[src/sv/bpa_pkg.sv]
package bpa_pkg;

  localparam int PAGE_COUNT = 4096;
  localparam int TOP_ORDER  = 9;
  localparam int PAGE_SHIFT = 12;

  localparam int PAGE_BITS  = $clog2(PAGE_COUNT);
  localparam int LINK_W     = PAGE_BITS + 1;
  localparam int ORDERS     = TOP_ORDER + 1;
  localparam int ORD_W      = 4;
  localparam int ADDR_W     = 40;
  localparam int TOP_SIZE   = 1 << TOP_ORDER;
  localparam int IN_W       = 48;
  localparam int OUT_W      = 56;

  localparam logic [LINK_W-1:0] NIL = LINK_W'(PAGE_COUNT);

  typedef enum logic [1:0] {
    ST_DONE   = 2'd0,
    ST_NOMEM  = 2'd1,
    ST_REJECT = 2'd2
  } result_t;

  typedef enum logic [4:0] {
    OP_NONE,
    OP_CLEAR,
    OP_LOAD,
    OP_SCAN,
    OP_HEAD_RD,
    OP_SPLIT_POP,
    OP_SPLIT_LOW,
    OP_SPLIT_HIGH,
    OP_LINK,
    OP_POP,
    OP_F_CHECK,
    OP_F_USED,
    OP_M_RD,
    OP_M_TEST,
    OP_PUSH,
    OP_REJECT,
    OP_NOMEM,
    OP_OUT
  } op_t;

  typedef struct packed {
    logic clr_last;
    logic ord_bad;
    logic hit;
    logic top;
    logic more;
    logic free_bad;
    logic used_bit;
    logic o_top;
    logic merge_ok;
  } status_t;

  typedef enum logic [4:0] {
    S_INIT,
    S_IDLE,
    S_SCAN,
    S_S_READ,
    S_S_POP,
    S_S_LOW,
    S_S_HIGH,
    S_S_LINK,
    S_P_READ,
    S_P_POP,
    S_F_CHECK,
    S_F_READ,
    S_M_READ,
    S_M_TEST,
    S_U_PUSH,
    S_U_LINK,
    S_REJECT,
    S_NOMEM,
    S_FINISH
  } state_t;

endpackage

[src/sv/bpa_ctrl.sv]
module bpa_ctrl (
  input  logic             clk,
  input  logic             rst,
  input  bpa_pkg::status_t stat,
  input  logic             s_tvalid,
  input  logic             s_tuser,
  output logic             s_tready,
  output logic             m_tvalid,
  input  logic             m_tready,
  output bpa_pkg::op_t     op
);

  bpa_pkg::state_t state, state_next;

  always_ff @(posedge clk) begin
    if (rst) begin
      state    <= bpa_pkg::S_INIT;
      m_tvalid <= 1'b0;
    end else begin
      state <= state_next;
      if (op == bpa_pkg::OP_OUT) begin
        m_tvalid <= 1'b1;
      end else if (m_tready) begin
        m_tvalid <= 1'b0;
      end
    end
  end

  always_comb begin
    state_next = state;
    op         = bpa_pkg::OP_NONE;
    s_tready   = 1'b0;
    unique case (state)
      bpa_pkg::S_INIT: begin
        op = bpa_pkg::OP_CLEAR;
        if (stat.clr_last) state_next = bpa_pkg::S_IDLE;
      end
      bpa_pkg::S_IDLE: begin
        s_tready = 1'b1;
        if (s_tvalid) begin
          op = bpa_pkg::OP_LOAD;
          state_next = s_tuser ? bpa_pkg::S_F_CHECK : bpa_pkg::S_SCAN;
        end
      end
      bpa_pkg::S_SCAN: begin
        op = bpa_pkg::OP_SCAN;
        if (stat.ord_bad) state_next = bpa_pkg::S_REJECT;
        else if (stat.hit) state_next = stat.more ? bpa_pkg::S_S_READ : bpa_pkg::S_P_READ;
        else if (stat.top) state_next = bpa_pkg::S_NOMEM;
      end
      bpa_pkg::S_S_READ: begin
        op = bpa_pkg::OP_HEAD_RD;
        state_next = bpa_pkg::S_S_POP;
      end
      bpa_pkg::S_S_POP: begin
        op = bpa_pkg::OP_SPLIT_POP;
        state_next = bpa_pkg::S_S_LOW;
      end
      bpa_pkg::S_S_LOW: begin
        op = bpa_pkg::OP_SPLIT_LOW;
        state_next = bpa_pkg::S_S_HIGH;
      end
      bpa_pkg::S_S_HIGH: begin
        op = bpa_pkg::OP_SPLIT_HIGH;
        state_next = bpa_pkg::S_S_LINK;
      end
      bpa_pkg::S_S_LINK: begin
        op = bpa_pkg::OP_LINK;
        state_next = bpa_pkg::S_SCAN;
      end
      bpa_pkg::S_P_READ: begin
        op = bpa_pkg::OP_HEAD_RD;
        state_next = bpa_pkg::S_P_POP;
      end
      bpa_pkg::S_P_POP: begin
        op = bpa_pkg::OP_POP;
        state_next = bpa_pkg::S_FINISH;
      end
      bpa_pkg::S_F_CHECK: begin
        op = bpa_pkg::OP_F_CHECK;
        state_next = stat.free_bad ? bpa_pkg::S_REJECT : bpa_pkg::S_F_READ;
      end
      bpa_pkg::S_F_READ: begin
        op = bpa_pkg::OP_F_USED;
        state_next = stat.used_bit ? bpa_pkg::S_M_READ : bpa_pkg::S_REJECT;
      end
      bpa_pkg::S_M_READ: begin
        op = bpa_pkg::OP_M_RD;
        state_next = stat.o_top ? bpa_pkg::S_U_PUSH : bpa_pkg::S_M_TEST;
      end
      bpa_pkg::S_M_TEST: begin
        op = bpa_pkg::OP_M_TEST;
        state_next = stat.merge_ok ? bpa_pkg::S_M_READ : bpa_pkg::S_U_PUSH;
      end
      bpa_pkg::S_U_PUSH: begin
        op = bpa_pkg::OP_PUSH;
        state_next = bpa_pkg::S_U_LINK;
      end
      bpa_pkg::S_U_LINK: begin
        op = bpa_pkg::OP_LINK;
        state_next = bpa_pkg::S_FINISH;
      end
      bpa_pkg::S_REJECT: begin
        op = bpa_pkg::OP_REJECT;
        state_next = bpa_pkg::S_FINISH;
      end
      bpa_pkg::S_NOMEM: begin
        op = bpa_pkg::OP_NOMEM;
        state_next = bpa_pkg::S_FINISH;
      end
      bpa_pkg::S_FINISH: begin
        if (!m_tvalid || m_tready) begin
          op = bpa_pkg::OP_OUT;
          state_next = bpa_pkg::S_IDLE;
        end
      end
      default: state_next = bpa_pkg::S_INIT;
    endcase
  end

endmodule

[config.mk]
export PLATFORM = sky130hd
export DESIGN_NAME = bpa_ctrl
export DESIGN_NICKNAME = d
export VERILOG_FILES = /design/src/sv/bpa_pkg.sv /design/src/sv/bpa_ctrl.sv
export SDC_FILE = /design/constraint.sdc
export NUM_CORES = 1
export LEC_CHECK = 0
export ABC_AREA = 0
export BUFFER_PORTS_ARGS = -buffer_cell sky130_fd_sc_hd__clkbuf_2
export CAP_MARGIN = 25
export CORE_MARGIN = 2
export CORE_UTILIZATION = 45
export CTS_BUF_LIST = sky130_fd_sc_hd__clkbuf_4 sky130_fd_sc_hd__clkbuf_8 sky130_fd_sc_hd__clkbuf_16
export CTS_CLUSTER_DIAMETER = 50
export DETAILED_ROUTE_END_ITERATION = 16
export PLACE_DENSITY_LB_ADDON = 0.1
export SYNTH_ARGS = -nofsm -noshare
export SYNTH_HDL_FRONTEND = slang
export SYNTH_SLANG_ARGS = --single-unit
[constraint.sdc]
create_clock -name clk -period 3.6 [get_ports clk]
set_input_delay 0.18 -clock clk [delete_from_list [all_inputs] [get_ports clk]]
set_output_delay 0.18 -clock clk [all_outputs]
set_load 0.005 [all_outputs]
==> summary.txt, run 1 <==
Clock network
  – Number of clock sinks: 6
  – Post-CTS Setup Repair Bufs: 0
  – Clock latency reported for the late side of the worst-skew pair: 0.25 ns
  – Post-cts hold buffer count: 0
  – Maximum buffer depth of the clock tree: 2
  – Gates resized, CTS repair: 0
  – Number of buffers created by CTS: 3
  – Root buffer cell: sky130_fd_sc_hd__clkbuf_4
  – TritonCTS clock tree: built
  – Number of H-tree levels: 1
  – CTS clock-pin slew for the worst setup and hold paths: 0.05 ns

Synth
  – Synthesis Warnings: 0
  – Fraction of synthesis flops using an asynchronous set or reset pin: 0%
  – Main area contributors after synthesis: sky130_fd_sc_hd__dfxtp_1, sky130_fd_sc_hd__a21oi_1, sky130_fd_sc_hd__nor2_1, sky130_fd_sc_hd__nand2_1, sky130_fd_sc_hd__o22ai_1
  – Number of enable-type register cells in the synthesized netlist: 0
  – Count of distinct cell types in the synthesized netlist: 31
  – Area share of the largest cell type after synthesis: a little under a fifth
  – Mapped Avg Cell Area: 6.43 um2
  – Yosys top cell by area: sky130_fd_sc_hd__dfxtp_1
  – Sequential cell area fraction in the yosys report: between 15 and 20%
  – Commonest cells in the netlist: sky130_fd_sc_hd__a21oi_1, sky130_fd_sc_hd__nor2_1, sky130_fd_sc_hd__nand2_1
  – Leading cell type by number of instances after synthesis: sky130_fd_sc_hd__a21oi_1
  – Leading register cell type out of synthesis: sky130_fd_sc_hd__dfxtp_1
  – Net count after synthesis: 116
  – Cell area after synthesis: roughly 660 um2
  – Cells after Synth: approximately 100
  – Synthesis-stage register bit count: 6

Setup path
  – Largest incremental delay on the critical path: 0.64 ns
  – CP arrival: between 1.5 and 2 ns
  – Cell family contributing the most delay on the critical path: flip-flops
  – Series of cell instances along the critical path: inv_1, a21oi_1, a211oi_1, o22ai_1, clkbuf_2
  – Category of the worst setup path launch point: flip-flop
  – Critical-path cell with the highest stage delay: sky130_fd_sc_hd__dfxtp_1
  – Largest fanout on the critical path: 16
  – Critical path class: flip-flop to output pin
  – Crit path capture type: output pin
  – Buf/Inv on CP: 2
  – Required @ worst endpoint: 3.42 ns

Place
  – Cell area after placement: ~750 um2
  – Routability congestion estimate: about 0.85
  – # port buffers: 20
  – Half-perimeter wire length after detailed placement: approximately 1500 um
  – Placed Instances: 131
  – Post-Place Setup Slack: around 1.7 ns

STA
  – Final setup fails: 0
  – Final Hold Slack: 0.183 ns
  – Worst slew pin tran: around 0.52 ns
  – Minimum period implied by the final worst setup slack: just under 2 ns
  – Peak Freq: ~520 MHz
  – Final worst path period share: 53.7%
  – Setup skew after layout: around 0.0065 ns
  – Max-slew headroom at the worst pin: approximately two thirds
  – Final setup margin: 1.67 ns
  – Setup total negative slack: 0 ns
  – Final Hold Fails: 0
  – RSZ-0062 raised after global routing: no
  – Max Transition Viols Final: 0

Finish
  – Post-route cell area: a little under 800 um2
  – Area overhead of the layout relative to synthesis: 17.9%
  – Fraction of layout instances using a drive strength above 1: between 20% and 30%
  – Nets: 135
  – Post-layout util: 58.0%
  – Diode count: 0
  – Non-filler instance count after layout: between 100 and 150

Global routing
  – Largest net degree at the start of global routing: 18
  – Number of global-route vias before repair: 760
  – Global route total overflow: 0
  – Overall fraction of global-route tracks in use: between 20% and 30%
  – Wire length of the first global-routing pass: around 3300 um
  – Number of antenna violations at the first check in global routing: 0

Floorplanning
  – Width of the chip: around 42 um
  – Standard-cell rows: 13
  – Number of top-level pins: 21
  – Die H: 42.2 um
  – Die footprint: approximately 1800 um2
  – Core area: around 1300 um2
  – Initial Utilization: 49.2%

Routing
  – Residual DRC count: 0
  – Drt wl/cell: 14.5 um
  – Vias per inst: about 6.1
  – DRT Pass-1 Iters: 4
  – Routed wire length: just under 2000 um
  – DR vias: between 800 and 900
  – Initial drt markers: 40
  – ANT nets after route: 0

Run
  – # Max-Cap Violations: 0

Outcome
  – Status: finished clean

Pwr
  – P_leak: 0.308 nW
  – Design internal power: roughly 0.23 mW
  – Switching part of the total power: 47.9%
  – Worst IR drop on VDD: 285 uV
  – Sequential share of power: slightly below 30%
  – Share of power burned in combinational logic: a little under three fifths
  – Total net switching power: around 0.21 mW
  – Part of the power in the clock network: 14.6%
  – Power Density: around 560 nW/um2
  – Total power after layout: 0.433 mW

Min path
  – Type of the most critical hold path: input port to flip-flop
logic make-up (layout without fill, tap and decap cells):
logic type,count (synthesis),after routing,share of synthesized area (%)
compound gates,38,38,39.1
buf+inv,10,27,5.91
flops,6,6,18.3
simple gates,48,48,36.6
flip-flops by register name, summed over array words and instances (netlist names):
register	count
state	5
m_tvalid	1
cell usage in the layout, fill, tap and decap left out:
master / count
sky130_fd_sc_hd__nand2_1: 12
sky130_fd_sc_hd__o31ai_4: 1
sky130_fd_sc_hd__a211oi_1: 1
sky130_fd_sc_hd__o21ai_1: 2
sky130_fd_sc_hd__nor2b_1: 6
sky130_fd_sc_hd__nor3_1: 5
sky130_fd_sc_hd__o21ai_0: 1
sky130_fd_sc_hd__nand4_1: 2
sky130_fd_sc_hd__nand2b_1: 6
sky130_fd_sc_hd__clkbuf_2: 20
sky130_fd_sc_hd__or3_1: 1
sky130_fd_sc_hd__a31oi_1: 3
sky130_fd_sc_hd__o22ai_1: 7
sky130_fd_sc_hd__clkbuf_4: 3
sky130_fd_sc_hd__nand3_1: 1
sky130_fd_sc_hd__a2111oi_0: 1
sky130_fd_sc_hd__a311oi_1: 1
sky130_fd_sc_hd__a221oi_1: 1
sky130_fd_sc_hd__a22oi_1: 1
sky130_fd_sc_hd__inv_2: 2
sky130_fd_sc_hd__o32a_1: 1
sky130_fd_sc_hd__a2bb2oi_1: 1
sky130_fd_sc_hd__a21oi_1: 14
sky130_fd_sc_hd__or3_4: 2
sky130_fd_sc_hd__o211ai_1: 1
sky130_fd_sc_hd__dfxtp_1: 6
sky130_fd_sc_hd__nor2_1: 13
sky130_fd_sc_hd__inv_1: 2
sky130_fd_sc_hd__a21o_1: 1
sky130_fd_sc_hd__a2111o_2: 1
worst reg2reg max path, stage by stage, from the launching register on:
cell,delay (ns)
sky130_fd_sc_hd__dfxtp_1,0.46
sky130_fd_sc_hd__or3_4,0.47
sky130_fd_sc_hd__or3_4,0.40
sky130_fd_sc_hd__o31ai_4,0.21
sky130_fd_sc_hd__a2111o_2,0.17
sky130_fd_sc_hd__o22ai_1,0.07
final timing paths:
check        slack [ns]      from  depth (start not counted)       end
max                1.67  state[2]                          5     op[2]
max reg2reg        1.68  state[2]                          5  state[1]
min                0.18   s_tuser                          3  state[3]
min reg2reg        0.55  m_tvalid                          2  m_tvalid
power groups by stage:
stage,logic [mW],registers (mW),clock network (mW)
detailed placement,0.239,0.128,0
global route,0.264,0.133,0.0708
finish,0.243,0.127,0.0631
CTS,0.240,0.127,0.0639
floorplan,0.204,0.0911,0
global placement,0.233,0.128,0
cell type report:
cell class,count,area (um2)
flip-flops and latches,6,120
clock buffers,3,22.5
well taps,15,18.8
inverters,4,15.0
fillers,140,561
repair buffers,20,100
multi-input cells,86,497
metal layers:
metal / up-vias / part of all wire [%] / global-route usage, %
met5: - / 0 / 0
met4: 0 / 0.77 / 9.38
met3: 2 / 9.2 / 5.60
met2: 48 / 47 / 38.2
met1: 354 / 43 / 30.0
li1: 409 / - / -
Power figures use the tool's default switching activity.
==> run 2: changes to the inputs <==
clock period = 1.9 ns   (was 3.6 ns; I/O delays follow)
==> summary.txt, run 2 (same netlist as run 1, synthesis figures left out) <==
Setup path
  – CP startpoint: state[2]
  – Category of the worst setup path launch point: flip-flop
  – CP arrival: around 1.8 ns
  – Internal reg-to-reg setup slack: 0.20 ns
  – Reg2Reg Depth: 5
  – Crit path capture type: flip-flop
  – Critical-path cell with the highest stage delay: sky130_fd_sc_hd__or3_4
  – Required @ worst endpoint: ~2.0 ns
  – Terminus of the critical flop-to-flop path: state[1]
  – Critical path class: flip-flop to flip-flop
  – Largest incremental delay on the critical path: 0.40 ns
  – CP most frequent cell: sky130_fd_sc_hd__or3_4
  – Largest fanout on the critical path: 4
  – Startpoint of the most critical register-to-register path: state[2]
  – Series of cell instances along the critical path: or3_4, or3_4, o31ai_4, a2111o_2, o22ai_1

Clock network
  – CTS clock-pin slew for the worst setup and hold paths: 0.05 ns
  – Root buffer cell: sky130_fd_sc_hd__clkbuf_4
  – Gates resized, CTS repair: 0
  – Maximum buffer depth of the clock tree: 2
  – Post-cts hold buffer count: 0
  – Post-CTS Setup Repair Bufs: 0
  – TritonCTS clock tree: built
  – Number of buffers created by CTS: 3
  – Number of clock sinks: 6
  – Clock latency reported for the late side of the worst-skew pair: 0.25 ns
  – Number of H-tree levels: 1

Routing
  – Drt wl/cell: 14.4 um
  – Residual DRC count: 0
  – ANT nets after route: 0
  – DRT Pass-1 Iters: 4
  – Initial drt markers: 40
  – DR vias: roughly 860
  – Vias per inst: ~6.1
  – Routed wire length: between 2000 and 2500 um

Finish
  – Area taken by multi-input logic gates: approximately 500 um2
  – Area taken by flip-flops and latches: roughly 120 um2
  – Register containing the most flip-flops in the final layout: state
  – Nets: around 140
  – Diode count: 0
  – Flip-flop count of the largest register after layout: 5
  – Fraction of layout instances using a drive strength above 1: about 29%
  – Commonest non-fill, non-tap cells in the layout: sky130_fd_sc_hd__clkbuf_2, sky130_fd_sc_hd__a21oi_1, sky130_fd_sc_hd__nor2_1, sky130_fd_sc_hd__nand2_1
  – Registers with the most flip-flops: state x5, m_tvalid x1
  – Filler instances: ~130
  – Area overhead of the layout relative to synthesis: 26.0%
  – Most frequent standard cell in the layout excluding fill and tap cells: sky130_fd_sc_hd__clkbuf_2

Global routing
  – Number of global-route vias before repair: between 800 and 900
  – Global route total overflow: 0
  – Overall fraction of global-route tracks in use: 25.9%
  – Wire length of the first global-routing pass: approximately 3700 um
  – Number of antenna violations at the first check in global routing: 0
  – Largest net degree at the start of global routing: 16

STA
  – Peak Freq: 590 MHz
  – RSZ-0062 raised after global routing: no
  – Final Hold Fails: 0
  – Minimum period implied by the final worst setup slack: ~1.7 ns
  – Final setup margin: 0.204 ns
  – Final worst path period share: around nine tenths
  – Final setup fails: 0
  – Setup total negative slack: 0 ns
  – Setup skew after layout: 0.00529 ns
  – Max-slew headroom at the worst pin: 73.1%
  – Max Transition Viols Final: 0
  – Worst slew pin tran: just under 0.4 ns

Place
  – Post-Place Setup Slack: about 0.23 ns
  – Routability congestion estimate: around 0.84
  – # port buffers: 20
  – Half-perimeter wire length after detailed placement: 1620 um

Pwr
  – Total power after layout: about 0.87 mW
  – Power Density: about 1100 nW/um2
  – Worst IR drop on VDD: ~620 uV
  – P_leak: around 0.35 nW

Min path
  – Type of the most critical hold path: input port to flip-flop
  – Worst hold path stage count: 2
  – Hold_sp: rst
  – Worst-case hold path end point: state[2]

Floorplanning
  – Core area: between 1000 and 1500 um2
  – Standard-cell rows: 13
  – Die H: ~42 um
  – Width of the chip: 42.2 um
  – Initial Utilization: about half
  – Die footprint: between 1500 and 2000 um2
  – Number of top-level pins: 21

Outcome
  – Status: finished clean

Run
  – # Max-Cap Violations: 0
-- run 2: cell types whose count changed in the layout (fill, tap and decap cells not counted), sizes merged --
cell / change
buf: +7
-- run 2: worst max-delay path, delay by kind of cell, from the launching register on --
kind,cells,cell delay (ns)
simple gates,2,0.80
compound gates,3,0.44
flops,1,0.31
-- run 2: routing by layer --
metal	vias up	wire [um]	share of wire (%)	global-route usage (%)
li1	425	-	-	-
met1	379	915	45	34.6
met2	45	931	46	40.6
met3	6	149	7.4	4.74
met4	0	31	1.5	10.6
met5	-	0	0	0
-- run 2: stage by stage --
step | area [um2] | utilization [%] | hold WS, ns | instances
2_1_floorplan | 656 | - | 0.164 | 102
3_3_place_gp | 803 | 60.2 | 0.340 | 138
3_5_place_dp | 803 | 60.2 | 0.369 | 138
4_1_cts | 826 | 61.9 | 0.109 | 141
5_1_grt | 826 | 61.9 | 0.122 | 141
6_report | 826 | 61.9 | 0.109 | 141
-- run 2: how the worst max path moves through the flow --
stage	slack (ns)	cells past startpoint	endpoint
after floorplan	0.27	5	state[4]
after global placement	0.28	5	state[1]
after detailed placement	0.23	5	state[1]
after CTS	0.21	5	state[1]
after global routing	0.08	6	op[2]
final	0.20	5	state[1]
-- run 2: cell type report --
| cell class | count | share of cell area, % |
|---|---|---|
| Sequential cell | 6 | 14.5 |
| Timing Repair Buffer | 27 | 18.5 |
| Tap cell | 15 | 2.27 |
| Inverter | 4 | 1.82 |
| Clock buffer | 3 | 2.73 |
| Multi-Input combinational cell | 86 | 60.2 |
-- run 2: power breakdown --
part	total (mW)	switching [mW]	internal, mW
combinational	0.566	0.322	0.244
sequential	0.187	0.0354	0.151
clock	0.121	0.0491	0.0717
total	0.873	0.406	0.467
==> run 3: changes to the inputs <==
clock period = 1.77 ns   (was 1.9 ns; I/O delays follow)
==> summary.txt, run 3 (same netlist as run 1, synthesis figures left out) <==
Finish
  – Flip-flop count of the largest register after layout: 5
  – Nets: 143
  – Registers with the most flip-flops: state x5, m_tvalid x1
  – Post-route cell area: roughly 840 um2
  – Register containing the most flip-flops in the final layout: state
  – Post-layout util: 62.9%
  – Diode count: 0
  – Commonest non-fill, non-tap cells in the layout: sky130_fd_sc_hd__clkbuf_2, sky130_fd_sc_hd__nor2_1, sky130_fd_sc_hd__a21oi_1, sky130_fd_sc_hd__nand2_1, sky130_fd_sc_hd__buf_4
  – Area overhead of the layout relative to synthesis: 27.9%
  – Most frequent standard cell in the layout excluding fill and tap cells: sky130_fd_sc_hd__clkbuf_2
  – Fraction of layout instances using a drive strength above 1: about 31%

Floorplanning
  – Initial Utilization: about half
  – Die footprint: between 1500 and 2000 um2
  – Core area: 1330 um2
  – Number of top-level pins: 21
  – Width of the chip: ~42 um
  – Standard-cell rows: 13
  – Die H: around 42 um

Place
  – Cell area after placement: slightly above 800 um2
  – # port buffers: 20
  – Half-perimeter wire length after detailed placement: about 1600 um
  – Routability congestion estimate: 0.918

Pwr
  – P_leak: approximately 0.35 nW
  – Worst IR drop on VDD: around 540 uV
  – Power Density: 1140 nW/um2

Global routing
  – Overall fraction of global-route tracks in use: between 20% and 30%
  – Number of antenna violations at the first check in global routing: 0
  – Global route total overflow: 0
  – Largest net degree at the start of global routing: 16
  – Wire length of the first global-routing pass: 3370 um
  – Number of global-route vias before repair: a little under 800

Routing
  – Routed wire length: approximately 2100 um
  – Initial drt markers: 35
  – DR vias: 910
  – DRT Pass-1 Iters: 4
  – ANT nets after route: 0
  – Residual DRC count: 0
  – Vias per inst: 6.41
  – Drt wl/cell: about 15 um

STA
  – Max-slew headroom at the worst pin: 71.4%
  – Max Transition Viols Final: 0
  – Final setup fails: 0
  – Setup skew after layout: 0.00918 ns
  – Minimum period implied by the final worst setup slack: 1.67 ns
  – RSZ-0062 raised after global routing: no
  – Final worst path period share: 94.1%
  – Peak Freq: between 600 and 700 MHz
  – Worst slew pin tran: 0.418 ns
  – Final Hold Fails: 0
  – Setup total negative slack: 0 ns

Setup path
  – CP arrival: about 1.8 ns
  – Required @ worst endpoint: around 1.9 ns
  – Largest incremental delay on the critical path: roughly 0.40 ns
  – Critical-path cell with the highest stage delay: sky130_fd_sc_hd__or3_4
  – Buf/Inv on CP: 0
  – Crit path capture type: flip-flop
  – Critical path class: flip-flop to flip-flop
  – Cell family contributing the most delay on the critical path: simple AND/OR/NAND/NOR gates
  – Largest fanout on the critical path: 4
  – CP most frequent cell: sky130_fd_sc_hd__or3_4
  – Internal reg-to-reg setup slack: ~0.10 ns
  – Category of the worst setup path launch point: flip-flop
  – Series of cell instances along the critical path: or3_4, or3_4, o31ai_4, a2111o_2, o22ai_1

Clock network
  – Post-cts hold buffer count: 0
  – Root buffer cell: sky130_fd_sc_hd__clkbuf_4
  – Number of H-tree levels: 1
  – Gates resized, CTS repair: 0
  – TritonCTS clock tree: built
  – Clock latency reported for the late side of the worst-skew pair: around 0.25 ns
  – Post-CTS Setup Repair Bufs: 0
  – CTS clock-pin slew for the worst setup and hold paths: 0.05 ns
  – Maximum buffer depth of the clock tree: 2
  – Number of clock sinks: 6
  – Number of buffers created by CTS: 3

Min path
  – Type of the most critical hold path: input port to flip-flop

Outcome
  – Status: finished clean

Run
  – # Max-Cap Violations: 0
-- run 3: worst register-to-register path: cells and delay by family, from the launching register on --
family / cells / cell delay, ns
AOI/OAI and AO/OA: 3 / 0.44
DFF: 1 / 0.32
and+or+nand+nor: 2 / 0.79
-- run 3: cell type report --
class | count | area (um2)
Multi-Input combinational cell | 86 | 500
Tap cell | 15 | 18.8
Fill cell | 132 | 495
Inverter | 4 | 15.0
Timing Repair Buffer | 28 | 160
Sequential cell | 6 | 121
Clock buffer | 3 | 22.5
-- run 3: worst paths after layout --
kind	cells past startpoint	start	to
worst min-delay path	3	s_tuser	state[3]
worst max register to register	5	state[3]	state[4]
worst max-delay path	5	state[3]	state[4]
worst min register to register	2	m_tvalid	m_tvalid
-- run 3: where the power goes --
part,switching [mW],total [mW],internal [mW]
registers,0.0406,0.204,0.164
clock network,0.0574,0.135,0.0773
logic,0.350,0.619,0.269
-- run 3: stage by stage --
stage | worst slack [ns] | power, mW | hold slack (ns) | instances
floorplan | 0.139 | 0.600 | 0.158 | 102
global placement | 0.152 | 0.794 | 0.336 | 139
detailed placement | 0.120 | 0.806 | 0.349 | 139
CTS | 0.105 | 0.941 | 0.0880 | 142
global route | 0.0305 | 1.03 | 0.100 | 142
finish | 0.104 | 0.958 | 0.0891 | 142
-- run 3: routing by layer --
metal	wire length (um)	track usage (%)	vias up
met3	190	5.17	2
li1	-	-	431
met4	14	13.1	0
met2	974	40.0	53
met1	895	29.4	424
met5	0	0	-
